--- src/rtl/core/cid_pkg.sv ---
// ----------------------------------------------------------------------------
// cid_pkg
// Shared widths, codes and types of the crash impact detector.
// ----------------------------------------------------------------------------
`default_nettype none

package cid_pkg;

    localparam int SAMPLE_BITS  = 16;
    localparam int THR_W        = 16;
    localparam int OFFSET_W     = 15;
    localparam int TIME_W       = 32;
    localparam int MAG_W        = 16;
    localparam int MSG_W        = 2;
    localparam int CFG_INDEX_W  = 3;
    localparam int CFG_DATA_W   = 16;

    // magnitude of one axis after offset removal, and its signed form
    localparam int AXIS_W  = ((SAMPLE_BITS > OFFSET_W) ? SAMPLE_BITS : OFFSET_W) + 1;
    localparam int DIFF_W  = AXIS_W + 1;
    localparam int SUM_W   = 2 * AXIS_W + 2;
    localparam int ROOT_W  = SUM_W / 2;
    localparam int REM_W   = ROOT_W + 2;
    localparam int CMP_W   = (ROOT_W > MAG_W + 1) ? ROOT_W : MAG_W + 1;
    localparam int ROOT_CNT_W = $clog2(ROOT_W);

    localparam logic [THR_W-1:0]    CRASH_THR_RST     = 16'd15565;
    localparam logic [THR_W-1:0]    WARNING_THR_RST   = 16'd8192;
    localparam logic [OFFSET_W-1:0] GRAVITY_RST       = 15'd4096;
    localparam logic [THR_W-1:0]    PERSIST_RST       = 16'd25;
    localparam logic [THR_W-1:0]    CRASH_HOLDOFF_RST = 16'd5000;
    localparam logic [THR_W-1:0]    WARN_HOLDOFF_RST  = 16'd1000;

    typedef enum logic [CFG_INDEX_W-1:0] {
        CFG_CRASH_THR     = 3'd0,
        CFG_WARNING_THR   = 3'd1,
        CFG_GRAVITY       = 3'd2,
        CFG_PERSIST       = 3'd3,
        CFG_CRASH_HOLDOFF = 3'd4,
        CFG_WARN_HOLDOFF  = 3'd5
    } cfg_index_t;

    typedef enum logic [MSG_W-1:0] {
        MSG_NONE    = 2'd0,
        MSG_WARNING = 2'd1,
        MSG_CRASH   = 2'd2
    } msg_t;

    typedef enum logic [1:0] {
        AXIS_X = 2'd0,
        AXIS_Y = 2'd1,
        AXIS_Z = 2'd2
    } axis_t;

    typedef enum logic [2:0] {
        ST_IDLE,
        ST_LOAD,
        ST_SQ_X,
        ST_SQ_Y,
        ST_SQ_Z,
        ST_ACC,
        ST_ROOT,
        ST_DECIDE
    } state_t;

    typedef struct packed {
        logic [THR_W-1:0]    crash_threshold;
        logic [THR_W-1:0]    warning_threshold;
        logic [OFFSET_W-1:0] gravity_offset;
        logic [THR_W-1:0]    persist_ms;
        logic [THR_W-1:0]    crash_holdoff_ms;
        logic [THR_W-1:0]    warning_holdoff_ms;
    } cfg_t;

    typedef struct packed {
        logic  capture;
        logic  prep;
        logic  mul_en;
        axis_t mul_sel;
        logic  acc_load;
        logic  acc_add;
        logic  root_init;
        logic  root_step;
        logic  decide;
    } ctrl_cmd_t;

    typedef struct packed {
        logic out_free;
    } dp_status_t;

endpackage

`default_nettype wire

--- src/rtl/core/cid_intf.sv ---
// ----------------------------------------------------------------------------
// cid_intf
// Sample, result and configuration channels of the crash impact detector.
// ----------------------------------------------------------------------------
`default_nettype none

interface cid_sample_if;
    logic                                    valid;
    logic                                    ready;
    logic signed [cid_pkg::SAMPLE_BITS-1:0] accel_x;
    logic signed [cid_pkg::SAMPLE_BITS-1:0] accel_y;
    logic signed [cid_pkg::SAMPLE_BITS-1:0] accel_z;
    logic [cid_pkg::TIME_W-1:0]              now_ms;

    modport source (output valid, accel_x, accel_y, accel_z, now_ms, input ready);
    modport sink   (input valid, accel_x, accel_y, accel_z, now_ms, output ready);
endinterface

interface cid_result_if;
    logic                       valid;
    logic                       ready;
    logic [cid_pkg::MSG_W-1:0]  message;
    logic [cid_pkg::MAG_W-1:0]  magnitude;
    logic                       ignored;

    modport source (output valid, message, magnitude, ignored, input ready);
    modport sink   (input valid, message, magnitude, ignored, output ready);
endinterface

interface cid_cfg_if;
    logic                             valid;
    logic                             ready;
    logic [cid_pkg::CFG_INDEX_W-1:0]  index;
    logic [cid_pkg::CFG_DATA_W-1:0]   data;

    modport source (output valid, index, data, input ready);
    modport sink   (input valid, index, data, output ready);
endinterface

`default_nettype wire

--- src/rtl/core/cid_cfg_regs.sv ---
// ----------------------------------------------------------------------------
// cid_cfg_regs
// Threshold, offset and timing registers written over the configuration port.
// ----------------------------------------------------------------------------
`default_nettype none

module cid_cfg_regs (
    input  wire logic    clk,
    input  wire logic    rst_n,
    cid_cfg_if.sink      cfg,
    output cid_pkg::cfg_t cfg_q
);

    cid_pkg::cfg_t cfg_reg;
    cid_pkg::cfg_t cfg_next;

    assign cfg.ready = 1'b1;
    assign cfg_q     = cfg_reg;

    always_comb
    begin
        cfg_next = cfg_reg;
        if (cfg.valid)
        begin
            case (cfg.index)
                cid_pkg::CFG_CRASH_THR:     cfg_next.crash_threshold    = cfg.data;
                cid_pkg::CFG_WARNING_THR:   cfg_next.warning_threshold  = cfg.data;
                cid_pkg::CFG_GRAVITY:
                    cfg_next.gravity_offset = cfg.data[cid_pkg::OFFSET_W-1:0];
                cid_pkg::CFG_PERSIST:       cfg_next.persist_ms         = cfg.data;
                cid_pkg::CFG_CRASH_HOLDOFF: cfg_next.crash_holdoff_ms   = cfg.data;
                cid_pkg::CFG_WARN_HOLDOFF:  cfg_next.warning_holdoff_ms = cfg.data;
                default:                    cfg_next = cfg_reg;
            endcase
        end
    end

    always_ff @(posedge clk or negedge rst_n)
    begin
        if (!rst_n)
        begin
            cfg_reg.crash_threshold    <= cid_pkg::CRASH_THR_RST;
            cfg_reg.warning_threshold  <= cid_pkg::WARNING_THR_RST;
            cfg_reg.gravity_offset     <= cid_pkg::GRAVITY_RST;
            cfg_reg.persist_ms         <= cid_pkg::PERSIST_RST;
            cfg_reg.crash_holdoff_ms   <= cid_pkg::CRASH_HOLDOFF_RST;
            cfg_reg.warning_holdoff_ms <= cid_pkg::WARN_HOLDOFF_RST;
        end
        else
        begin
            cfg_reg <= cfg_next;
        end
    end

endmodule

`default_nettype wire

--- src/rtl/core/cid_ctrl.sv ---
// ----------------------------------------------------------------------------
// cid_ctrl
// Sequencer: capture, three squarings, accumulation, root steps, decision.
// ----------------------------------------------------------------------------
`default_nettype none

module cid_ctrl (
    input  wire logic               clk,
    input  wire logic               rst_n,
    input  wire logic               in_valid,
    output logic                    in_ready,
    input  wire cid_pkg::dp_status_t status,
    output cid_pkg::ctrl_cmd_t      cmd
);

    cid_pkg::state_t state_reg;
    cid_pkg::state_t state_next;

    logic [cid_pkg::ROOT_CNT_W-1:0] cnt_reg;
    logic [cid_pkg::ROOT_CNT_W-1:0] cnt_next;

    always_ff @(posedge clk or negedge rst_n)
    begin
        if (!rst_n)
        begin
            state_reg <= cid_pkg::ST_IDLE;
            cnt_reg   <= '0;
        end
        else
        begin
            state_reg <= state_next;
            cnt_reg   <= cnt_next;
        end
    end

    always_comb
    begin
        state_next = state_reg;
        cnt_next   = cnt_reg;
        in_ready   = 1'b0;
        cmd        = '0;
        cmd.mul_sel = cid_pkg::AXIS_X;

        case (state_reg)
            cid_pkg::ST_IDLE:
            begin
                in_ready    = 1'b1;
                cmd.capture = in_valid;
                if (in_valid)
                begin
                    state_next = cid_pkg::ST_LOAD;
                end
            end
            cid_pkg::ST_LOAD:
            begin
                cmd.prep   = 1'b1;
                state_next = cid_pkg::ST_SQ_X;
            end
            cid_pkg::ST_SQ_X:
            begin
                cmd.mul_en  = 1'b1;
                cmd.mul_sel = cid_pkg::AXIS_X;
                state_next  = cid_pkg::ST_SQ_Y;
            end
            cid_pkg::ST_SQ_Y:
            begin
                cmd.mul_en   = 1'b1;
                cmd.mul_sel  = cid_pkg::AXIS_Y;
                cmd.acc_load = 1'b1;
                state_next   = cid_pkg::ST_SQ_Z;
            end
            cid_pkg::ST_SQ_Z:
            begin
                cmd.mul_en  = 1'b1;
                cmd.mul_sel = cid_pkg::AXIS_Z;
                cmd.acc_add = 1'b1;
                state_next  = cid_pkg::ST_ACC;
            end
            cid_pkg::ST_ACC:
            begin
                cmd.acc_add   = 1'b1;
                cmd.root_init = 1'b1;
                cnt_next      = cid_pkg::ROOT_CNT_W'(cid_pkg::ROOT_W - 1);
                state_next    = cid_pkg::ST_ROOT;
            end
            cid_pkg::ST_ROOT:
            begin
                cmd.root_step = 1'b1;
                cnt_next      = cnt_reg - 1'b1;
                if (cnt_reg == '0)
                begin
                    state_next = cid_pkg::ST_DECIDE;
                end
            end
            cid_pkg::ST_DECIDE:
            begin
                // wait for the result register to drain
                if (status.out_free)
                begin
                    cmd.decide = 1'b1;
                    state_next = cid_pkg::ST_IDLE;
                end
            end
            default:
            begin
                state_next = cid_pkg::ST_IDLE;
            end
        endcase
    end

endmodule

`default_nettype wire

--- src/rtl/core/cid_datapath.sv ---
// ----------------------------------------------------------------------------
// cid_datapath
// Sample registers, shared squarer, root unit, detection state and result.
// ----------------------------------------------------------------------------
`default_nettype none

module cid_datapath (
    input  wire logic                                   clk,
    input  wire logic                                   rst_n,
    input  wire cid_pkg::cfg_t                          cfg_q,
    input  wire cid_pkg::ctrl_cmd_t                     cmd,
    output cid_pkg::dp_status_t                         status,
    input  wire logic signed [cid_pkg::SAMPLE_BITS-1:0] accel_x,
    input  wire logic signed [cid_pkg::SAMPLE_BITS-1:0] accel_y,
    input  wire logic signed [cid_pkg::SAMPLE_BITS-1:0] accel_z,
    input  wire logic [cid_pkg::TIME_W-1:0]             now_ms,
    output logic                                        out_valid,
    input  wire logic                                   out_ready,
    output logic [cid_pkg::MSG_W-1:0]                   message,
    output logic [cid_pkg::MAG_W-1:0]                   magnitude,
    output logic                                        ignored
);

    localparam int SB   = cid_pkg::SAMPLE_BITS;
    localparam int AW   = cid_pkg::AXIS_W;
    localparam int DW   = cid_pkg::DIFF_W;
    localparam int SW   = cid_pkg::SUM_W;
    localparam int RW   = cid_pkg::ROOT_W;
    localparam int MW   = cid_pkg::REM_W;
    localparam int CW   = cid_pkg::CMP_W;
    localparam int TW   = cid_pkg::TIME_W;

    function automatic logic [AW-1:0] abs_val(input logic signed [DW-1:0] v);
        logic signed [DW-1:0] n;
        n = v[DW-1] ? -v : v;
        return n[AW-1:0];
    endfunction

    // sample
    logic signed [SB-1:0] x_reg;
    logic signed [SB-1:0] y_reg;
    logic signed [SB-1:0] z_reg;
    logic [TW-1:0]        now_reg;

    // prepared operands
    logic [AW-1:0] ax_reg;
    logic [AW-1:0] ay_reg;
    logic [AW-1:0] az_reg;
    logic [TW-1:0] hold_diff_reg;
    logic [TW-1:0] persist_diff_reg;

    // squarer and accumulator
    logic [AW-1:0]   mul_op;
    logic [2*AW-1:0] prod_next;
    logic [2*AW-1:0] prod_reg;
    logic [SW-1:0]   sum_reg;

    // root unit
    logic [RW-1:0] root_reg;
    logic [MW-1:0] rem_reg;
    logic [MW-1:0] rem_shift;
    logic [MW-1:0] trial;

    // detection state
    logic          armed_reg;
    logic          armed_next;
    logic [TW-1:0] impact_start_reg;
    logic [TW-1:0] impact_start_next;
    logic          holdoff_active_reg;
    logic          holdoff_active_next;
    logic [TW-1:0] holdoff_start_reg;
    logic [TW-1:0] holdoff_start_next;
    logic [cid_pkg::THR_W-1:0] holdoff_length_reg;
    logic [cid_pkg::THR_W-1:0] holdoff_length_next;

    // result
    logic                     out_valid_reg;
    logic                     out_valid_next;
    cid_pkg::msg_t            message_reg;
    cid_pkg::msg_t            msg_next;
    logic [cid_pkg::MAG_W-1:0] magnitude_reg;
    logic [cid_pkg::MAG_W-1:0] mag_sat;
    logic                     ignored_reg;
    logic                     ign_next;

    logic [CW-1:0] mag_ext;
    logic [CW-1:0] crash_ext;
    logic [CW-1:0] warn_ext;
    logic          above_crash;

    // sample capture on transaction
    always_ff @(posedge clk)
    begin
        if (cmd.capture)
        begin
            x_reg   <= accel_x;
            y_reg   <= accel_y;
            z_reg   <= accel_z;
            now_reg <= now_ms;
        end
    end

    // absolute axis values and time differences
    always_ff @(posedge clk)
    begin
        if (cmd.prep)
        begin
            ax_reg <= abs_val(DW'(x_reg));
            ay_reg <= abs_val(DW'(y_reg));
            az_reg <= abs_val(DW'(z_reg) - DW'($signed({1'b0, cfg_q.gravity_offset})));
            hold_diff_reg    <= now_reg - holdoff_start_reg;
            persist_diff_reg <= now_reg - impact_start_reg;
        end
    end

    always_comb
    begin
        case (cmd.mul_sel)
            cid_pkg::AXIS_X: mul_op = ax_reg;
            cid_pkg::AXIS_Y: mul_op = ay_reg;
            cid_pkg::AXIS_Z: mul_op = az_reg;
            default:         mul_op = ax_reg;
        endcase
    end

    assign prod_next = mul_op * mul_op;

    assign rem_shift = {rem_reg[RW-1:0], sum_reg[SW-1 -: 2]};
    assign trial     = {root_reg, 2'b01};

    always_ff @(posedge clk)
    begin
        if (cmd.mul_en)
        begin
            prod_reg <= prod_next;
        end

        if (cmd.acc_load)
        begin
            sum_reg <= SW'(prod_reg);
        end
        else if (cmd.acc_add)
        begin
            sum_reg <= sum_reg + SW'(prod_reg);
        end
        else if (cmd.root_step)
        begin
            sum_reg <= {sum_reg[SW-3:0], 2'b00};
        end

        if (cmd.root_init)
        begin
            root_reg <= '0;
            rem_reg  <= '0;
        end
        else if (cmd.root_step)
        begin
            if (rem_shift >= trial)
            begin
                rem_reg  <= rem_shift - trial;
                root_reg <= {root_reg[RW-2:0], 1'b1};
            end
            else
            begin
                rem_reg  <= rem_shift;
                root_reg <= {root_reg[RW-2:0], 1'b0};
            end
        end
    end

    // decision
    assign mag_ext     = CW'(root_reg);
    assign crash_ext   = CW'(cfg_q.crash_threshold);
    assign warn_ext    = CW'(cfg_q.warning_threshold);
    assign above_crash = mag_ext > crash_ext;

    always_comb
    begin
        if (mag_ext > CW'({cid_pkg::MAG_W{1'b1}}))
        begin
            mag_sat = '1;
        end
        else
        begin
            mag_sat = mag_ext[cid_pkg::MAG_W-1:0];
        end
    end

    always_comb
    begin
        armed_next          = armed_reg;
        impact_start_next   = impact_start_reg;
        holdoff_active_next = holdoff_active_reg;
        holdoff_start_next  = holdoff_start_reg;
        holdoff_length_next = holdoff_length_reg;
        msg_next            = cid_pkg::MSG_NONE;
        ign_next            = 1'b0;

        if (holdoff_active_reg && (hold_diff_reg < TW'(holdoff_length_reg)))
        begin
            ign_next = 1'b1;
        end
        else
        begin
            holdoff_active_next = 1'b0;
            if (above_crash)
            begin
                if (!armed_reg)
                begin
                    armed_next        = 1'b1;
                    impact_start_next = now_reg;
                end
                else if (persist_diff_reg > TW'(cfg_q.persist_ms))
                begin
                    msg_next            = cid_pkg::MSG_CRASH;
                    armed_next          = 1'b0;
                    holdoff_active_next = 1'b1;
                    holdoff_start_next  = now_reg;
                    holdoff_length_next = cfg_q.crash_holdoff_ms;
                end
            end
            else
            begin
                armed_next = 1'b0;
            end

            if ((mag_ext > warn_ext) && (mag_ext < crash_ext))
            begin
                msg_next            = cid_pkg::MSG_WARNING;
                holdoff_active_next = 1'b1;
                holdoff_start_next  = now_reg;
                holdoff_length_next = cfg_q.warning_holdoff_ms;
            end
        end
    end

    always_ff @(posedge clk or negedge rst_n)
    begin
        if (!rst_n)
        begin
            armed_reg          <= 1'b0;
            impact_start_reg   <= '0;
            holdoff_active_reg <= 1'b0;
            holdoff_start_reg  <= '0;
            holdoff_length_reg <= '0;
        end
        else if (cmd.decide)
        begin
            armed_reg          <= armed_next;
            impact_start_reg   <= impact_start_next;
            holdoff_active_reg <= holdoff_active_next;
            holdoff_start_reg  <= holdoff_start_next;
            holdoff_length_reg <= holdoff_length_next;
        end
    end

    // result register
    always_comb
    begin
        if (cmd.decide)
        begin
            out_valid_next = 1'b1;
        end
        else if (out_ready)
        begin
            out_valid_next = 1'b0;
        end
        else
        begin
            out_valid_next = out_valid_reg;
        end
    end

    always_ff @(posedge clk or negedge rst_n)
    begin
        if (!rst_n)
        begin
            out_valid_reg <= 1'b0;
        end
        else
        begin
            out_valid_reg <= out_valid_next;
        end
    end

    always_ff @(posedge clk)
    begin
        if (cmd.decide)
        begin
            message_reg   <= msg_next;
            magnitude_reg <= mag_sat;
            ignored_reg   <= ign_next;
        end
    end

    assign status.out_free = !out_valid_reg || out_ready;
    assign out_valid       = out_valid_reg;
    assign message         = message_reg;
    assign magnitude       = magnitude_reg;
    assign ignored         = ignored_reg;

endmodule

`default_nettype wire

--- src/rtl/core/crash_impact_detector_top.sv ---
// ----------------------------------------------------------------------------
// crash_impact_detector_top
// Accelerometer impact detector with crash persistence and warning hold-off.
// ----------------------------------------------------------------------------
// Each sample transaction yields exactly one result transaction: the floor
// root of x^2 + y^2 + (z - gravity_offset)^2, saturated to 16 bits, a message
// code (none, warning, crash) and a flag marking samples dropped in hold-off.
// One sample is worked on at a time; the next sample is accepted only after
// the three passes through the shared squarer and the one-bit-per-cycle
// square root. A finished result waits in the output register while the
// next sample is accepted. The configuration port is always ready and must
// be written only while no sample is in flight.
// ----------------------------------------------------------------------------
`default_nettype none

module crash_impact_detector_top (
    input  wire logic     clk,
    input  wire logic     rst_n,
    cid_sample_if.sink    sample,
    cid_result_if.source  result,
    cid_cfg_if.sink       cfg
);

    cid_pkg::cfg_t       cfg_q;
    cid_pkg::ctrl_cmd_t  cmd;
    cid_pkg::dp_status_t status;
    logic                in_ready;

    assign sample.ready = in_ready;

    cid_cfg_regs u_cfg_regs (
        .clk   (clk),
        .rst_n (rst_n),
        .cfg   (cfg),
        .cfg_q (cfg_q)
    );

    cid_ctrl u_ctrl (
        .clk      (clk),
        .rst_n    (rst_n),
        .in_valid (sample.valid),
        .in_ready (in_ready),
        .status   (status),
        .cmd      (cmd)
    );

    cid_datapath u_datapath (
        .clk       (clk),
        .rst_n     (rst_n),
        .cfg_q     (cfg_q),
        .cmd       (cmd),
        .status    (status),
        .accel_x   (sample.accel_x),
        .accel_y   (sample.accel_y),
        .accel_z   (sample.accel_z),
        .now_ms    (sample.now_ms),
        .out_valid (result.valid),
        .out_ready (result.ready),
        .message   (result.message),
        .magnitude (result.magnitude),
        .ignored   (result.ignored)
    );

endmodule

`default_nettype wire
--- src/flat_wrapper.sv ---
// flat-port wrapper written by rule: the top's interface ports become plain ports
module crash_impact_detector_top_flat 
  (clk, rst_n, sample_valid, sample_accel_x, sample_accel_y, sample_accel_z, sample_now_ms, sample_ready, result_valid, result_message, result_magnitude, result_ignored, result_ready, cfg_valid, cfg_index, cfg_data, cfg_ready);
  cid_sample_if sample_i ();
  cid_result_if result_i ();
  cid_cfg_if cfg_i ();
  input  wire logic clk;
  input  wire logic rst_n;
  input wire logic [$bits(sample_i.valid)-1:0] sample_valid;
  input wire logic [$bits(sample_i.accel_x)-1:0] sample_accel_x;
  input wire logic [$bits(sample_i.accel_y)-1:0] sample_accel_y;
  input wire logic [$bits(sample_i.accel_z)-1:0] sample_accel_z;
  input wire logic [$bits(sample_i.now_ms)-1:0] sample_now_ms;
  output wire logic [$bits(sample_i.ready)-1:0] sample_ready;
  output wire logic [$bits(result_i.valid)-1:0] result_valid;
  output wire logic [$bits(result_i.message)-1:0] result_message;
  output wire logic [$bits(result_i.magnitude)-1:0] result_magnitude;
  output wire logic [$bits(result_i.ignored)-1:0] result_ignored;
  input wire logic [$bits(result_i.ready)-1:0] result_ready;
  input wire logic [$bits(cfg_i.valid)-1:0] cfg_valid;
  input wire logic [$bits(cfg_i.index)-1:0] cfg_index;
  input wire logic [$bits(cfg_i.data)-1:0] cfg_data;
  output wire logic [$bits(cfg_i.ready)-1:0] cfg_ready;
  assign sample_i.valid = sample_valid;
  assign sample_i.accel_x = sample_accel_x;
  assign sample_i.accel_y = sample_accel_y;
  assign sample_i.accel_z = sample_accel_z;
  assign sample_i.now_ms = sample_now_ms;
  assign sample_ready = sample_i.ready;
  assign result_valid = result_i.valid;
  assign result_message = result_i.message;
  assign result_magnitude = result_i.magnitude;
  assign result_ignored = result_i.ignored;
  assign result_i.ready = result_ready;
  assign cfg_i.valid = cfg_valid;
  assign cfg_i.index = cfg_index;
  assign cfg_i.data = cfg_data;
  assign cfg_ready = cfg_i.ready;
  crash_impact_detector_top u_core (.clk(clk), .rst_n(rst_n), .sample(sample_i), .result(result_i), .cfg(cfg_i));
endmodule
--- config.mk ---
export PLATFORM = sky130hd
export DESIGN_NAME = crash_impact_detector_top_flat
export DESIGN_NICKNAME = d
export VERILOG_FILES = /design/src/rtl/core/cid_pkg.sv /design/src/rtl/core/cid_intf.sv /design/src/rtl/core/cid_cfg_regs.sv /design/src/rtl/core/cid_ctrl.sv /design/src/rtl/core/cid_datapath.sv /design/src/rtl/core/crash_impact_detector_top.sv /design/src/flat_wrapper.sv
export SDC_FILE = /design/constraint.sdc
export NUM_CORES = 2
export LEC_CHECK = 0
export ABC_CLOCK_PERIOD_IN_PS = 24000
export BUFFER_PORTS_ARGS = -buffer_cell sky130_fd_sc_hd__buf_4
export CORE_ASPECT_RATIO = 1.5
export CORE_MARGIN = 2
export CORE_UTILIZATION = 55
export CTS_BUF_LIST = sky130_fd_sc_hd__clkbuf_2 sky130_fd_sc_hd__clkbuf_4 sky130_fd_sc_hd__clkbuf_8
export CTS_CLUSTER_SIZE = 14
export DETAILED_ROUTE_END_ITERATION = 8
export GPL_TIMING_DRIVEN = 0
export PLACE_DENSITY_LB_ADDON = 0.1
export SLEW_MARGIN = 20
export SYNTH_ARGS = -nofsm -noshare
export SYNTH_HDL_FRONTEND = slang
export SYNTH_SLANG_ARGS = --single-unit
--- constraint.sdc ---
create_clock -name clk -period 24 [get_ports clk]
set_input_delay 4.8 -clock clk [delete_from_list [all_inputs] [get_ports clk]]
set_output_delay 4.8 -clock clk [all_outputs]
set_load 0.02 [all_outputs]
Word level (Yosys, flattened, before mapping)
Index checks and enable logic that the tools add are counted.
Word-level totals
  bits of input ports: 104
  output and inout bits: 22
  word-level logic and storage cells: 143
  register bits after elaboration: 506
Cells by class
  magnitude comparators: 7
  multipliers: 1
  reduce and logical (&&, ||, !) cells: 26
  $add $sub $neg: 9
  equal/unequal tests: 17
  bitwise gates (word level): 3
  mux-type cells: 46
Operators with widths (number)
  two-way mux 32 bit: 4
  two-way mux 36 bit: 2
  two-way mux 16 bit: 4
  subtractor 32 bit: 2
  adder 36 x 34 -> 36 bit: 1
  greater-than comparator 18 x 16 -> 1 bit: 2
  multiplier 17 x 17 -> 34 bit: 1
  two-way mux 34 bit: 1
  negation 16 -> 17 bit: 2
  case mux 17 bit (2 select lines): 1
  greater-than comparator 32 x 16 -> 1 bit: 1
  less-than comparator 32 x 16 -> 1 bit: 1
  two-way mux 15 bit: 2
  case mux 3 bit (8 select lines): 1
  two-way mux 1 bit: 23
  greater-or-equal comparator 20 bit: 1
  equality test 3 bit (second input constant): 6
  greater-than comparator 18 x 16 -> 1 bit (second input constant): 1
  less-than comparator 18 x 16 -> 1 bit: 1
  two-way mux 18 bit: 1
  subtractor 18 bit: 1
  two-way mux 17 bit: 1
  negation 17 bit: 1
  subtractor 16 x 16 -> 17 bit: 1
  25 further kinds: 47

Depth between registers and ports, before layout
  word-level depth: 5
  mapped depth: 33
  gate-level depth less buffers: 29

Cells and area by module
From an unflattened synthesis, not the netlist that was laid out.
Unflattened totals
  cells, all modules: 3289
  area, all modules: 35387.7 um2
By module, submodules not included
  cid_datapath: times used 1, area an instance 31121.1 um2, cells an instance 3013, seq. area each 11275.8 um2
  cid_cfg_regs: times used 1, area an instance 3687.3 um2, cells an instance 208, seq. area each 2408.6 um2
  cid_ctrl: times used 1, area an instance 579.3 um2, cells an instance 68, seq. area each 200.2 um2

Worst setup path before layout
OpenSTA, ideal clock, no wires.
  path type: reg2reg
  start point: reg u_core.u_ctrl.state_reg[2]
  end point: reg u_core.u_datapath.ax_reg[0], enable pin
  required time: 23.271 ns
  arrival: 8.830 ns
  cell stages (with the launch flop): 5
  slack: 14.441 ns
  cell sequence: dfrtp_1 > clkbuf_1 > clkbuf_1 > buf_1 > nor3_1
On the way
  cells in the longest elaborated chain, start to end: 2
Ends and longest elaborated chain
  start, declared: RTL line cid_ctrl.sv:16  | cid_pkg::state_t state_reg;
  start signal, assigned: RTL line cid_ctrl.sv:26  | state_reg <= cid_pkg::ST_IDLE;
  start signal, assigned: RTL line cid_ctrl.sv:31  | state_reg <= state_next;
  equality test 3 x 1 -> 1 bit: RTL line cid_ctrl.sv:44  | case (state_reg)
  two-way mux 1 bit: RTL line cid_ctrl.sv:44
  end signal, assigned: RTL line cid_datapath.sv:108  | ax_reg <= abs_val(DW'(x_reg));
  end, declared: RTL line cid_datapath.sv:46  | logic [AW-1:0] ax_reg;
No other way between the ends.
A chain may end at the register's enable or synchronous reset.

Final worst setup path
  start point: reg u_core.u_ctrl.state_reg[1]
  end point: reg u_core.u_datapath.prod_reg[32], data pin
On the way
  cells in the longest elaborated chain, start to end: 5
  elaborated cells on any way between the ends: 8
  those cells by class: mul: 1; eq/ne: 5; mux: 2
Ends and longest elaborated chain
  equality test 3 bit or equality test 3 x 2 -> 1 bit (tied branches): RTL line cid_ctrl.sv:44
  case mux 3 bit (3 select lines) (*): RTL line cid_ctrl.sv:44
  equality test 2 bit or equality test 2 x 1 -> 1 bit (tied branches): RTL line cid_datapath.sv:118  | case (cmd.mul_sel)
  case mux 17 bit (2 select lines) (*): RTL line cid_datapath.sv:118
  multiplier 17 x 17 -> 34 bit (*): RTL line cid_datapath.sv:126  | assign prod_next = mul_op * mul_op;
  named net u_core.u_datapath.prod_next[32]: RTL line cid_datapath.sv:54  | logic [2*AW-1:0] prod_next;
  end signal, assigned: RTL line cid_datapath.sv:135  | prod_reg <= prod_next;
  end, declared: RTL line cid_datapath.sv:55  | logic [2*AW-1:0] prod_reg;
Mark *: on every way through the listed nets, which the timed path passes. The rest lies on a longest branch.

==> implementation parameters <==
Parameter                              Value

Outcome
  Outcome ... finished clean

CTS
  TritonCTS clock tree ... built
  Total of cells resized after clock tree synthesis ... 0
  Number of buffers created by CTS ... 80
  Clk slew on worst S/H paths ... 0.07 ns
  Clock latency reported for the late side of the worst-skew pair ... 0.71 ns
  Max Root-Sink Buffers ... 3
  Clock root cell ... clkbuf_8
  Cts-stage hold buffer count ... 0
  Clock tree sinks ... 505
  Buffer count from post-CTS setup fixing ... 0
  Number of levels in the clock H-tree ... 3

Min path
  Worst hold path startpoint ... u_core.u_datapath.mag_ext[0]
  Class of the tightest hold or removal check ... register to register

Global route
  Met2 Usage GRT ... 0.544
  Aggregate global routing overflow ... 0
  Most heavily used metal layer in global routing ... met2
  Met3 Resource Use GR ... 0.0327
  Antenna violations before repair ... 5
  Global-route usage over all layers ... 0.286
  Vias in the first global route ... 27900
  Met1 routing resource usage after global routing ... 0.289
  Global-route wire length before repair ... 147 mm
  Maximum number of pins on one net before global-route repair ... 97

Placement
  Post-Place Cell Area ... 37600 µm²
  RePlAce Congestion ... 0.940
  HPWL Detailed ... 73.2 mm
  Port-buffer cells ... 123

STA
  Min Tclk post-route ... 9.52 ns
  TNS Setup ... 0 ns
  Max-slew violation total from the final report ... 0
  RSZ-0062 raised after global routing ... false
  Post-route clock skew ... 0.0639 ns
  Normalized max-slew margin ... 0.288
  Number of hold-slack violations in the final timing report ... 0
  Final count of negative-setup-slack endpoints ... 0
  Worst-Margin Slew ... 1.06 ns
  Highest clock rate ... 105 MHz
  Post-route clock period utilization ... 0.397

Final layout
  Max reg flops ... 95
  Area of all placed cells without fillers ... 39500 µm²
  Number of nets in the layout ... 4309
  Share of cells above drive strength 1 ... 0.126
  Count of filler cells inserted in the layout ... 5389
  Area overhead of the layout relative to synthesis ... 11.3%

Floorplanning
  Die boundary height ... 315 µm
  I/O pin cnt ... 126
  Placement Rows ... 114
  Core Box Area ... 64000 µm²
  Horizontal die dimension ... 211 µm
  Die Area ... 66500 µm²
  Starting density of the core ... 0.553

Critical path
  CP Launch Point ... u_core.u_ctrl.state_reg[1]
  Delay of the slowest cell on the worst path ... 0.90 ns
  Worst path slowest cell ... a21oi_1
  Most frequent cell on the critical path ... fa_1
  Critical path class ... register to register
  Arrival @ worst endpoint ... 9.91 ns
  Critical-path maximum fanout ... 10
  Critical Path Sink Type ... register
  CP required ... 24.40 ns
  Reg-to-Reg Start ... u_core.u_ctrl.state_reg[1]
  Sort of element at the start of the critical path ... register

Synthesis
  Area share of the largest cell type after synthesis ... 0.238
  Top post-synthesis cells by area ... edfxtp_1 24%, dfrtp_1 11%, fa_1 11%
  Post-synthesis instance area ... 35400 µm²
  Post-synth cell types ... 86
  Flip-flop cell with the highest count after synthesis ... edfxtp_1
  Fraction of registers with async set or reset after synthesis ... 0.368
  Flops & latches, synth ... 505
  Number of warnings issued by yosys ... 0
  Count of mapped cells out of synthesis ... 3484
  Most area-hungry cell type in the Yosys netlist ... edfxtp_1
  EDFF count, synth ... 281
  Sequential element share of the synthesized area ... 0.392
  Synthesized area divided by synthesized cell count ... 10.2 µm²

Drt
  Antenna violation net count after detailed routing ... 0
  Post-route DRC ... 0
  Via count ... 26200
  Avg WL per Cell ... 20.1 µm
  First-pass iteration count of the detailed router ... 5
  Iteration-0 DRC count of the detailed router ... 1453
  Total wire length ... 92.3 mm
  Per-cell via count in the routed design ... 5.71

Flow run
  Max capacitance violation total ... 0
## area by class of cell
cell class,count,area [µm²],area share
clock inverter,33,382,0.00967
tap,812,1020,0.0257
multi-input combinational,2384,19300,0.489
sequential,505,13900,0.352
timing repair buffer,140,1130,0.0288
clock buffer,116,1430,0.0363
inverter,504,1890,0.0479
antenna,4,10.0,0.000254
buffer,92,400,0.0101
## worst max-delay path: cells and delay by family, from the launching register on
family                     cells  cell delay, ns
xor gates and xnor gates       1            0.12
and+or+nand+nor                3            0.85
buffers and inverters          9            1.77
AOI/OAI and AO/OA              9            2.68
adders and majority gates      7            3.43
DFF                            1            0.37
## worst paths after layout
path                                                           to  cells after the start  slack [ns]
max                                u_core.u_datapath.prod_reg[32]                     29       14.48
min                                  u_core.u_datapath.mag_ext[1]                      2        0.46
max reg2reg                        u_core.u_datapath.prod_reg[32]                     29       14.48
min reg2reg                          u_core.u_datapath.mag_ext[1]                      2        0.46
max in group asynchronous             u_core.u_cfg_regs.cfg_q[76]                      2       18.94
min in group asynchronous  u_core.u_datapath.impact_start_reg[24]                      1        4.07
## layer usage
layer / routed length [µm] / part of all wire / up-vias
met4: 6380 / 0.069 / 2
met2: 50300 / 0.54 / 686
met3: 3480 / 0.038 / 277
met1: 32200 / 0.35 / 12800
li1: - / - / 12500
met5: 11 / 0.00012 / -
## metrics by stage
step                std cells  setup WS (ns)   util  hold slack (ns)
finish                   4590          14.48  0.616            0.464
global placement         4420          10.78  0.584            0.464
global route             4590          13.96  0.616            0.497
floorplan                3485          14.44      -            0.445
CTS                      4586          14.51  0.616            0.464
detailed placement       4437          14.50  0.588            0.472
## cells in the final DEF (no fill, tap or decap), types with 39 or more instances in the layout
master and instances:
o21ai_0 186, xor2_1 47, nand3_1 52, fa_1 196
edfxtp_1 281, dfrtp_1 161, nor2_1 208, xnor2_1 117
buf_4 138, clkbuf_1 70, a21o_1 99, ha_1 302
mux2_2 82, nand2_1 316, inv_1 495, clkbuf_8 90
nor3_1 39, a21oi_1 228
## cell usage after synthesis (7+ instances only)
cell type  count
a31oi_1       15
dfrtp_1      161
inv_1        495
o31a_1         9
mux2_4        29
nor4_1        13
a21boi_0       8
a22oi_1       31
a21o_1        99
o21bai_1      16
mux2i_1       10
mux2_2        82
nand4_1       29
dfxtp_1       38
clkbuf_1      70
o31ai_1       17
ha_1         302
nor2_1       209
o22ai_1       31
and2_1        13
xor2_1        47
edfxtp_1     281
nand3_1       52
a211oi_1      29
nor3_1        40
a21oi_1      229
nor2b_1       27
o211ai_1      13
nand2_1      317
buf_2          8
clkinv_1       7
xnor2_1      117
o21ai_0      187
or3_1          9
a2111oi_0      7
dfstp_2       25
o21a_1        35
nand2b_1      30
and3_1        21
fa_1         196
or2_2         16
## kinds of logic after synthesis
logic type,synth area share
compound gates,0.141
other cells,0.000212
xor+xnor,0.0405
flops,0.392
simple gates,0.103
fa+ha+maj,0.217
buf+inv,0.0647
mux,0.0421
Power is left out: the tool's default activity adds up to more than one toggle a clock period on the data nets, which glitch-free logic cannot reach.
